==> src/design/sitda_pkg.sv <==
// Shared types, constants and conversion step functions for the decimal ASCII converter.
`timescale 1ns / 1ps

package sitda_pkg;

    localparam int VALUE_W     = 32;
    localparam int CHAR_W      = 8;
    localparam int NUM_DIGITS  = 10;
    localparam int NIBBLE_W    = 4;
    localparam int BCD_W       = NUM_DIGITS * NIBBLE_W;
    localparam int DIGIT_IDX_W = $clog2(NUM_DIGITS);

    // Shift-and-add-3 steps done in one pipeline stage.
    localparam int STEPS_PER_STAGE = 8;
    localparam int DABBLE_STAGES   = VALUE_W / STEPS_PER_STAGE;
    // Magnitude stage plus the shift-and-add-3 stages.
    localparam int NUM_STAGES      = DABBLE_STAGES + 1;

    localparam logic [CHAR_W-1:0]   CHAR_ZERO  = 8'h30;
    localparam logic [CHAR_W-1:0]   CHAR_NINE  = 8'h39;
    localparam logic [CHAR_W-1:0]   CHAR_MINUS = 8'h2D;
    localparam logic [NIBBLE_W-1:0] ADD_LIMIT  = 4'd4;
    localparam logic [NIBBLE_W-1:0] ADD_FIX    = 4'd3;

    typedef logic [NUM_DIGITS-1:0][NIBBLE_W-1:0] bcd_t;

    typedef struct packed {
        logic               neg;
        logic [VALUE_W-1:0] bin;
        bcd_t               bcd;
    } conv_t;

    // Shift STEPS_PER_STAGE magnitude bits into the BCD digits, MSB first.
    function automatic conv_t dabble_steps(input conv_t s);
        conv_t            r;
        logic [BCD_W-1:0] flat;
        r = s;
        for (int n = 0; n < STEPS_PER_STAGE; n++) begin
            for (int d = 0; d < NUM_DIGITS; d++) begin
                if (r.bcd[d] > ADD_LIMIT) begin
                    r.bcd[d] = r.bcd[d] + ADD_FIX;
                end
            end
            flat  = r.bcd;
            flat  = {flat[BCD_W-2:0], r.bin[VALUE_W-1]};
            r.bcd = flat;
            r.bin = {r.bin[VALUE_W-2:0], 1'b0};
        end
        return r;
    endfunction

    // Index of the most significant nonzero digit; zero when all digits are zero.
    function automatic logic [DIGIT_IDX_W-1:0] top_digit(input bcd_t bcd);
        logic [DIGIT_IDX_W-1:0] idx;
        idx = '0;
        for (int d = 0; d < NUM_DIGITS; d++) begin
            if (bcd[d] != '0) begin
                idx = DIGIT_IDX_W'(d);
            end
        end
        return idx;
    endfunction

endpackage

==> src/design/sitda_conv.sv <==
// Pipelined magnitude and binary-to-BCD conversion with per-stage valid bits.
`timescale 1ns / 1ps

module sitda_conv (
    input  logic                                 clk,
    input  logic                                 rst_n,
    input  logic                                 in_valid,
    output logic                                 in_ready,
    input  logic signed [sitda_pkg::VALUE_W-1:0] in_value,
    output logic                                 out_valid,
    input  logic                                 out_ready,
    output sitda_pkg::conv_t                     out_data
);

    localparam int LAST = sitda_pkg::NUM_STAGES - 1;

    logic [sitda_pkg::NUM_STAGES-1:0] valid_reg;
    logic [sitda_pkg::NUM_STAGES-1:0] valid_next;
    logic [sitda_pkg::NUM_STAGES-1:0] advance;
    sitda_pkg::conv_t                 stage_reg  [sitda_pkg::NUM_STAGES];
    sitda_pkg::conv_t                 stage_next [sitda_pkg::NUM_STAGES];
    logic [sitda_pkg::VALUE_W-1:0]    raw;
    logic [sitda_pkg::VALUE_W-1:0]    mag;

    assign raw = in_value;
    // Magnitude in unsigned arithmetic, so the most negative value maps to 2^31.
    assign mag = raw[sitda_pkg::VALUE_W-1] ? (sitda_pkg::VALUE_W'(0) - raw) : raw;

    // A stage moves when it is empty or its successor moves.
    always_comb
    begin
        advance[LAST] = !valid_reg[LAST] || out_ready;
        for (int i = LAST - 1; i >= 0; i--) begin
            advance[i] = !valid_reg[i] || advance[i+1];
        end
    end

    always_comb
    begin
        valid_next[0]     = in_valid;
        stage_next[0].neg = raw[sitda_pkg::VALUE_W-1];
        stage_next[0].bin = mag;
        stage_next[0].bcd = '0;
        for (int i = 1; i < sitda_pkg::NUM_STAGES; i++) begin
            valid_next[i] = valid_reg[i-1];
            stage_next[i] = sitda_pkg::dabble_steps(stage_reg[i-1]);
        end
    end

    always_ff @(posedge clk or negedge rst_n)
    begin
        if (!rst_n) begin
            valid_reg <= '0;
        end else begin
            for (int i = 0; i < sitda_pkg::NUM_STAGES; i++) begin
                if (advance[i]) begin
                    valid_reg[i] <= valid_next[i];
                end
            end
        end
    end

    always_ff @(posedge clk)
    begin
        for (int i = 0; i < sitda_pkg::NUM_STAGES; i++) begin
            if (advance[i]) begin
                stage_reg[i] <= stage_next[i];
            end
        end
    end

    assign in_ready  = advance[0];
    assign out_valid = valid_reg[LAST];
    assign out_data  = stage_reg[LAST];

endmodule

==> src/design/signed_int_to_decimal_ascii.sv <==
// Signed 32-bit integer to decimal ASCII text converter.
//
// Input channel: in_valid / in_ready with one signed 32-bit value per
// transaction. Output channel: out_valid / out_ready with one character
// per transaction (char_code), is_last high on the final character of
// the run. A run is an optional '-' then the digits with no leading
// zeros; zero gives the single character '0'. A run is 1 to 11 characters.
// A value passes one magnitude stage and four shift-and-add-3 stages,
// eight bits each, then the character serializer registers its run.
// The conversion pipeline takes a value every cycle while in_ready is
// high; the character serializer sends one character per cycle while
// out_ready is high, and a value's run of characters goes out back to
// back with the next value's run when that value is ready.
// When the receiver stalls the current character holds, the pipeline
// fills up to five values behind it, and then in_ready drops.
// Reset clears all valid bits; no character is pending after reset.
`timescale 1ns / 1ps

module signed_int_to_decimal_ascii (
    input  logic                                  clk,
    input  logic                                  rst_n,
    input  logic                                  in_valid,
    output logic                                  in_ready,
    input  logic signed [sitda_pkg::VALUE_W-1:0]  value,
    output logic                                  out_valid,
    input  logic                                  out_ready,
    output logic        [sitda_pkg::CHAR_W-1:0]   char_code,
    output logic                                  is_last
);

    logic                                 conv_valid;
    logic                                 conv_ready;
    sitda_pkg::conv_t                     conv_data;

    logic                                 busy_reg;
    logic                                 busy_next;
    logic                                 sign_reg;
    logic                                 sign_next;
    logic [sitda_pkg::DIGIT_IDX_W-1:0]    idx_reg;
    logic [sitda_pkg::DIGIT_IDX_W-1:0]    idx_next;
    sitda_pkg::bcd_t                      bcd_reg;
    logic [sitda_pkg::DIGIT_IDX_W-1:0]    load_idx;
    logic                                 out_fire;
    logic                                 load;

    sitda_conv u_conv (
        .clk       (clk),
        .rst_n     (rst_n),
        .in_valid  (in_valid),
        .in_ready  (in_ready),
        .in_value  (value),
        .out_valid (conv_valid),
        .out_ready (conv_ready),
        .out_data  (conv_data)
    );

    assign out_fire   = out_valid && out_ready;
    // Take the next value when idle, or as the last character of the current run leaves.
    assign conv_ready = !busy_reg || (out_fire && is_last);
    assign load       = conv_valid && conv_ready;
    assign load_idx   = sitda_pkg::top_digit(conv_data.bcd);

    always_comb
    begin
        busy_next = busy_reg;
        sign_next = sign_reg;
        idx_next  = idx_reg;
        if (load) begin
            busy_next = 1'b1;
            sign_next = conv_data.neg;
            idx_next  = load_idx;
        end else if (out_fire) begin
            if (is_last) begin
                busy_next = 1'b0;
            end else if (sign_reg) begin
                sign_next = 1'b0;
            end else begin
                idx_next = idx_reg - 1'b1;
            end
        end
    end

    always_ff @(posedge clk or negedge rst_n)
    begin
        if (!rst_n) begin
            busy_reg <= 1'b0;
            sign_reg <= 1'b0;
            idx_reg  <= '0;
        end else begin
            busy_reg <= busy_next;
            sign_reg <= sign_next;
            idx_reg  <= idx_next;
        end
    end

    always_ff @(posedge clk)
    begin
        if (load) begin
            bcd_reg <= conv_data.bcd;
        end
    end

    assign out_valid = busy_reg;
    assign is_last   = !sign_reg && (idx_reg == '0);
    assign char_code = sign_reg ? sitda_pkg::CHAR_MINUS
                                : (sitda_pkg::CHAR_ZERO
                                   | sitda_pkg::CHAR_W'(bcd_reg[idx_reg]));

    a_char_range: assert property (@(posedge clk) disable iff (!rst_n)
        out_valid |-> (char_code == sitda_pkg::CHAR_MINUS ||
                       (char_code >= sitda_pkg::CHAR_ZERO &&
                        char_code <= sitda_pkg::CHAR_NINE)))
        else $error("character outside '-' and '0'..'9'");

    a_minus_first: assert property (@(posedge clk) disable iff (!rst_n)
        (load && conv_data.neg) |=> (out_valid && char_code == sitda_pkg::CHAR_MINUS))
        else $error("negative run does not open with minus");

    a_no_lead_zero: assert property (@(posedge clk) disable iff (!rst_n)
        (load && !conv_data.neg && load_idx != '0) |=>
            (char_code != sitda_pkg::CHAR_ZERO))
        else $error("leading zero in multi-digit run");

    a_idle_after_last: assert property (@(posedge clk) disable iff (!rst_n)
        (out_fire && is_last && !conv_valid) |=> !out_valid)
        else $error("output still valid after last character with nothing queued");

    a_idx_bound: assert property (@(posedge clk) disable iff (!rst_n)
        out_valid |-> (idx_reg < sitda_pkg::DIGIT_IDX_W'(sitda_pkg::NUM_DIGITS)))
        else $error("digit index out of range");

endmodule

==> config.mk <==
export PLATFORM = sky130hd
export DESIGN_NAME = signed_int_to_decimal_ascii
export DESIGN_NICKNAME = d
export VERILOG_FILES = /design/src/design/sitda_pkg.sv /design/src/design/sitda_conv.sv /design/src/design/signed_int_to_decimal_ascii.sv
export SDC_FILE = /design/constraint.sdc
export NUM_CORES = 1
export LEC_CHECK = 0
export ABC_AREA = 1
export BUFFER_PORTS_ARGS = -buffer_cell sky130_fd_sc_hd__buf_4
export CAP_MARGIN = 25
export CORE_UTILIZATION = 30
export CTS_CLUSTER_DIAMETER = 120
export CTS_CLUSTER_SIZE = 40
export DETAILED_ROUTE_END_ITERATION = 7
export GPL_TIMING_DRIVEN = 1
export PLACE_DENSITY_LB_ADDON = 0.08
export SYNTH_ARGS = -nofsm -noshare
export SYNTH_HDL_FRONTEND = slang
export SYNTH_SLANG_ARGS = --single-unit
==> constraint.sdc <==
create_clock -name clk -period 5.9 [get_ports clk]
set_input_delay 0.59 -clock clk [delete_from_list [all_inputs] [get_ports clk]]
set_output_delay 0.59 -clock clk [all_outputs]
set_load 0.02 [all_outputs]
==> results.cfg, run 1 <==
[grt]
overflow = 0
grt_util_all_layers_pct = 11.3
grt_pass1_wl_um = 81500
grt_max_degree = 43
antenna_found_initial = 0
grt_pass1_vias = 19000

[timing]
finClkSkew_ps = 54.9
fin_crit_ps = 5480
setup_viol = 0
slew_headroom_pct = 51.9
max_freq_mhz = 182
timing.final.crit_share_pct = 92.9
finalHoldViolations = 0
final_max_slew_viol_count = 0
tightest_slew_ps = 720

[setup_path]
path_max_fanout = 4
cpPeakStageDelay_ps = 460
worst_path_max_delay_cell = edfxtp_1
cp.arrival_ps = 5790
criticalPathCategory = flop to flop
crit_required_ps = 6210
critPathMostFrequentCell = nand2_2
startpoint_type = flop
crit_path_end_kind = flop

[yosys]
synth_ff_type = edfxtp_1
async_flop_share_pct = 4.62
ys_types = 55
synth_cells = 3532
yosysTopAreaCell = edfxtp_1
synth-edff-count = 227
synth_top_cell_area_share_pct = 28.3
ys_ff_latch = 238
synthTopCellsByCount = nand2_1 (1124), inv_1 (559), nand3_1 (352), nand2_2 (255), edfxtp_1 (227)
synth_area_leaders = edfxtp_1 (28%), nand2_1 (18%), inv_1 (8.7%), ha_1 (7.5%), nand3_1 (7.3%)
ys_seq_area_share_pct = 29.4
synth.most_common_cell = nand2_1
syn_area_per_cell_um2 = 6.82
syn_area_mm2 = 0.0241
yosysWarnings = 0

[clock_network]
clock_sinks = 238
worstSkewPairLatency_ps = 530
htreeDepth = 1
cts_inserted_buffers = 13
cts_max_path_buffers = 3
cts.root.buffer_cell = clkbuf_16
path_clk_slew_ps = 120
cts_tree = built

[layout]
diodes = 0
largest_reg_flops = 187
instances_no_fill = 4733
drive_gt1_share_pct = 21.3
area_growth_pct = 14.1
finalNetCount = 3857

[routing]
drc = 0
vias = 20500
wl_um = 46500
ant_nets = 0
avgViaCountPerCell = 4.33
drt-pass1-iter-count = 4
wl_per_cell_um = 9.82
drtIter0Drc = 656

[hold_path]
hp-class = input port to flop

[run_status]
status = complete, no violations

[die]
die_y_um = 285
start_util_pct = 30.4
ios = 47
dieArea_mm2 = 0.0815
die_w_um = 285
core_region_area_mm2 = 0.0793
rows = 103

[placed_design]
place.gp.congestion = 0.760
post-dp-hpwl_um = 38400
port_buffers = 43
place_inst = 4666

[flow_run]
maxCapViolations = 0
## cell type report
class | count | area [µm²]
repair buffers | 141 | 1060
clock inverters | 7 | 109
flip-flops and latches | 238 | 7090
clock buffers | 14 | 329
multi-input cells | 2666 | 15300
well taps | 1050 | 1310
fillers | 8535 | 51800
inverters | 617 | 2320
## repair_timing
| item | in CTS | in global routing |
|---|---|---|
| gates resized for setup | 8 | 186 |
| hold endpoints to repair | 11 | 0 |
| hold buffers | 1 | 0 |
| setup endpoints to repair | 14 | 70 |
| pin swaps | 2 | 53 |
| setup buffers | 3 | 42 |
## layout by cell type, fill, tap and decap left out, types with 36 or more instances in the layout
cell type,synthesis,routed
nand2_1,1124,1087
o21ai_2,39,49
inv_2,58,87
o21ai_1,72,71
buf_4,3,140
nand2_2,255,285
xor2_1,61,46
nand3_1,352,337
a21oi_1,41,39
inv_1,559,528
nor2_1,178,171
edfxtp_1,227,227
nand3_2,25,36
ha_1,144,106
o21ai_0,99,88
## metrics by stage
step	hold slack (ps)	worst slack [ps]	cell area, µm²	utilization [%]	setup TNS (ps)
after floorplan	294	81.4	24100	-	0
after CTS	196	1.11	26600	33.6	0
after global routing	218	-71.2	27500	34.7	-560
final	231	418	27500	34.7	0
after detailed placement	405	-113	26100	32.9	-471
after global placement	403	-10.5	26100	32.9	-15.2
## per-layer routing
metal / GRT usage, % / vias to the layer above / wire length [µm]
li1: - / 11500 / -
met1: 13.6 / 8857 / 21600
met5: 0 / - / 0
met3: 1.10 / 28 / 814
met4: 2.13 / 0 / 631
met2: 21.6 / 64 / 23400
## final timing paths
path / startpoint / end / slack [ps] / depth (start not counted)
hold / removal: in_valid / u_conv.valid_reg[0] / 230 / 3
min in group asynchronous: rst_n / u_conv.valid_reg[0] / 430 / 2
max in group asynchronous: rst_n / idx_reg[3] / 5290 / 2
setup / recovery: u_conv.stage_reg[0][73] / u_conv.stage_reg[0][147] / 420 / 40
setup reg to reg: u_conv.stage_reg[0][73] / u_conv.stage_reg[0][147] / 420 / 40
hold reg to reg: u_conv.stage_reg[0][127] / u_conv.stage_reg[0][208] / 430 / 0
## cells by family (layout without fill, tap and decap cells)
kind of cell	after synthesis	in the layout	share of synthesized area, %
AOI/OAI and AO/OA	328	328	8.49
and+or+nand+nor	2073	2073	39.9
xor gates and xnor gates	110	110	4.53
adders and majority gates	144	144	7.48
DFF	238	238	29.4
buffers and inverters	629	779	9.85
muxes	8	8	0.338
other	2	3	0.0312
## critical path, delay by kind of cell, from the launching register on
kind / cells / cell delay [ps]
compound gates: 1 / 90
xor+xnor: 6 / 1110
fa+ha+maj: 8 / 1510
buf+inv: 9 / 540
flops: 1 / 460
simple gates: 16 / 1520
Power of run 1 is left out: the tool's default activity adds up to more than one toggle a clock period on the data nets, which glitch-free logic cannot reach.
==> inputs of run 2 (changes only) <==
--- a/config.mk
+++ b/config.mk
@@ -8,7 +8,8 @@
 export ABC_AREA = 1
 export BUFFER_PORTS_ARGS = -buffer_cell sky130_fd_sc_hd__buf_4
 export CAP_MARGIN = 25
-export CORE_UTILIZATION = 30
+export CORE_ASPECT_RATIO = 1.1
+export CORE_UTILIZATION = 59
 export CTS_CLUSTER_DIAMETER = 120
 export CTS_CLUSTER_SIZE = 40
 export DETAILED_ROUTE_END_ITERATION = 7
==> results.cfg, run 2 (same netlist as run 1, synthesis figures left out) <==
[hold_path]
hp-class = input port to flop

[setup_path]
cpPeakStageDelay_ps = 450
crit_path_end_kind = flop
criticalPathCategory = flop to flop
worst_path_max_delay_cell = edfxtp_1
path_max_fanout = 4
critPathMostFrequentCell = nand2_2
startpoint_type = flop
cp.arrival_ps = 6020
crit_required_ps = 6160

[die]
core_region_area_mm2 = 0.0403
die_w_um = 195
die_y_um = 214
start_util_pct = 59.8
dieArea_mm2 = 0.0417
ios = 47
rows = 77

[layout]
diodes = 0
drive_gt1_share_pct = 21.9
final_cell_mix = nand2_1 (1079), inv_1 (528), nand3_1 (335)
largest_reg_flops = 187
area_growth_pct = 12.5
fillers = 3357
final_common_cell = nand2_1
post-route-util_pct = 67.3
finalNetCount = 3863

[routing]
wl_um = 46200
drtIter0Drc = 778
wl_per_cell_um = 11.0
avgViaCountPerCell = 5.17
vias = 21700
ant_nets = 0
drt-pass1-iter-count = 7
drc = 0

[grt]
grt_pass1_wl_um = 79100
grt.met3_usage_pct = 1.53
grtUsageMet2_pct = 45.8
grt_util_all_layers_pct = 21.3
grt_pass1_vias = 20500
antenna_found_initial = 0
grtUsageMet1_pct = 21.4
busiest_layer = met2
overflow = 0
grt_max_degree = 44

[timing]
finalHoldViolations = 0
max_freq_mhz = 173
final_max_slew_viol_count = 0
tightest_slew_ps = 703
rsz0062_at_grt = true
fin_crit_ps = 5770
slew_headroom_pct = 53.0
finClkSkew_ps = 30.1
timing.final.crit_share_pct = 97.8
setup_viol = 0

[run_status]
status = complete, no violations

[placed_design]
port_buffers = 43
post-dp-hpwl_um = 36400
place.gp.congestion = 0.857

[flow_run]
maxCapViolations = 0

[clock_network]
cts_max_path_buffers = 3
path_clk_slew_ps = 130
htreeDepth = 1
clock_sinks = 238
worstSkewPairLatency_ps = 510
cts_inserted_buffers = 11
cts.root.buffer_cell = clkbuf_16
cts_tree = built
-- run 2: layout make-up --
type	instances	area, µm²	area share (%)
Multi-Input combinational cell	2666	15500	57.3
Sequential cell	238	7090	26.2
Clock buffer	12	279	1.03
Inverter	617	2320	8.55
Clock inverter	5	129	0.476
Tap cell	513	642	2.37
Timing Repair Buffer	149	1120	4.14
-- run 2: path summary, 6_finish.rpt --
path	depth (start not counted)	slack (ps)	startpoint	to
max	46	130	u_conv.stage_reg[0][73]	u_conv.stage_reg[0][152]
min	3	260	in_valid	u_conv.valid_reg[0]
max reg2reg	46	130	u_conv.stage_reg[0][73]	u_conv.stage_reg[0][152]
min reg2reg	0	430	u_conv.stage_reg[0][134]	u_conv.stage_reg[0][215]
max in group asynchronous	2	5250	rst_n	idx_reg[2]
min in group asynchronous	2	460	rst_n	u_conv.valid_reg[2]
-- run 2: worst max-delay path: cells and delay by family, from the launching register on --
family,cells,cell delay (ps)
and+or+nand+nor,22,2040
adders and majority gates,8,1490
xor gates and xnor gates,4,750
buffers and inverters,11,730
DFF,1,450
AOI/OAI and AO/OA,1,50
-- run 2: stage by stage --
| step | area [µm²] | setup slack (ps) | setup TNS, ps | std cells | hold WS, ps |
|---|---|---|---|---|---|
| finish | 27100 | 131 | 0 | 4200 | 263 |
| global route | 27100 | -243 | -3400 | 4200 | 248 |
| CTS | 25900 | 1.67 | 0 | 4137 | 250 |
| detailed placement | 25200 | -293 | -3170 | 4101 | 405 |
| global placement | 25200 | 13.7 | 0 | 4101 | 400 |
| floorplan | 24100 | 81.4 | 0 | 3533 | 294 |
-- run 2: what timing repair did --
action                     in CTS  in global routing
pin swaps                      12                 60
hold endpoints to repair       11                  0
resized for setup              39                192
hold buffers                    1                  0
setup buffers                  18                 63
setup endpoints to repair      26                 68
-- run 2: metal layers --
layer,vias up,routed length [µm]
met4,0,983
met1,9951,18200
met5,-,0
met3,59,698
li1,11500,-
met2,175,26300
Power of run 2 is left out for the same reason.
==> inputs of run 3 (changes only) <==
--- a/config.mk
+++ b/config.mk
@@ -15,6 +15,7 @@
 export DETAILED_ROUTE_END_ITERATION = 7
 export GPL_TIMING_DRIVEN = 1
 export PLACE_DENSITY_LB_ADDON = 0.08
+export REMOVE_ABC_BUFFERS = 1
 export SYNTH_ARGS = -nofsm -noshare
 export SYNTH_HDL_FRONTEND = slang
 export SYNTH_SLANG_ARGS = --single-unit
==> results.cfg, run 3 (same netlist as run 1, synthesis figures left out) <==
[setup_path]
crit_start = u_conv.stage_reg[0][77]
crit_path_end_kind = flop
cpPeakStageDelay_ps = 440
rr_worst_depth = 47
rr_startpoint = u_conv.stage_reg[0][77]
path_max_fanout = 4
critPathMostFrequentCell = nand2_2
criticalPathCategory = flop to flop
cp.arrival_ps = 5950
r2r_end = u_conv.stage_reg[0][160]
r2r_slack_ps = 200
worst_path_max_delay_cell = edfxtp_1
crit_required_ps = 6150
startpoint_type = flop

[timing]
setup_slack_ps = 204
tightest_slew_ps = 708
setup_viol = 0
slew_headroom_pct = 52.8
whs_ps = 268
final_max_slew_viol_count = 0
max_freq_mhz = 176
finClkSkew_ps = 33.0
finalHoldViolations = 0
timing.final.crit_share_pct = 96.5
fin_crit_ps = 5700

[die]
dieArea_mm2 = 0.0417
ios = 47
die_w_um = 195
die_y_um = 214
rows = 77
start_util_pct = 59.8
core_region_area_mm2 = 0.0403

[clock_network]
cts_max_path_buffers = 3
cts.root.buffer_cell = clkbuf_16
cts_tree = built
clock_sinks = 238
cts_inserted_buffers = 11
worstSkewPairLatency_ps = 510
htreeDepth = 1
path_clk_slew_ps = 130

[placed_design]
port_buffers = 43
post-dp-hpwl_um = 36200
dpl_worst_slack_ps = -287
place_inst = 4100
place.gp.congestion = 0.834

[grt]
overflow = 0
grt_pass1_vias = 20600
antenna_found_initial = 0
grt_max_degree = 44
grt_util_all_layers_pct = 21.5
grt_pass1_wl_um = 79600

[layout]
area.sequential_mm2 = 0.00709
fillers = 3376
final_common_cell = nand2_1
multiInputGateArea_mm2 = 0.0156
diodes = 0
final_cell_mix = nand2_1 (1078), inv_1 (524), nand3_1 (337)
largest_reg_flops = 187
drive_gt1_share_pct = 21.7
area_growth_pct = 12.2
finalNetCount = 3850
post-route-util_pct = 67.1
instances_no_fill = 4187

[routing]
wl_um = 45600
ant_nets = 0
avgViaCountPerCell = 5.13
drc = 0
drt-pass1-iter-count = 5
vias = 21500
wl_per_cell_um = 10.9
drtIter0Drc = 734

[hold_path]
hp-class = input port to flop
min_path_cells = 3
hold_end = u_conv.valid_reg[0]
hold_start = in_valid

[run_status]
status = complete, no violations

[flow_run]
maxCapViolations = 0
run 3: through the flow:
step	cell area (µm²)	setup TNS, ps
final	27000	0
after global routing	27000	-1890
after CTS	25800	0
after detailed placement	25200	-2480
after global placement	25200	-0.921
after floorplan	24000	-41.0
run 3: routing by layer:
layer / track usage, % / share of wire, % / wire length, µm / vias up
li1: - / - / - / 11500
met1: 21.8 / 40 / 18300 / 9679
met2: 45.5 / 56 / 25600 / 188
met5: 0 / 0 / 0 / -
met4: 5.40 / 2.0 / 933 / 0
met3: 1.65 / 1.5 / 700 / 69
run 3: how the worst max path moves through the flow:
| stage | to | slack (ps) |
|---|---|---|
| final | u_conv.stage_reg[0][160] | 200 |
| after CTS | u_conv.stage_reg[0][298] | 5 |
| after detailed placement | u_conv.stage_reg[0][329] | -290 |
| after floorplan | in_ready | -40 |
| after global placement | u_conv.stage_reg[0][330] | -0.9 |
| after global routing | u_conv.stage_reg[0][160] | -140 |
run 3: layout make-up:
class	count	share of cell area [%]
clock buffers	12	1.03
clock inverters	5	0.384
inverters	617	8.58
multi-input cells	2666	57.6
flip-flops and latches	238	26.2
well taps	513	2.37
repair buffers	136	3.79
run 3: critical path, delay by kind of cell, from the launching register on:
kind            cells  cell delay, ps
simple gates       23            2170
flops               1             440
compound gates      1             180
xor+xnor            2             360
buf+inv            15            1260
fa+ha+maj           6            1040
run 3: repair_timing:
item / in CTS / in global routing
hold endpoints to repair: 11 / 0
resized for setup: 39 / 206
gates cloned: 0 / 0
buffers inserted: 12 / 57
hold buffers: 1 / 0
pin swaps: 10 / 76
setup endpoints to repair: 21 / 68
Power of run 3 is left out for the same reason.
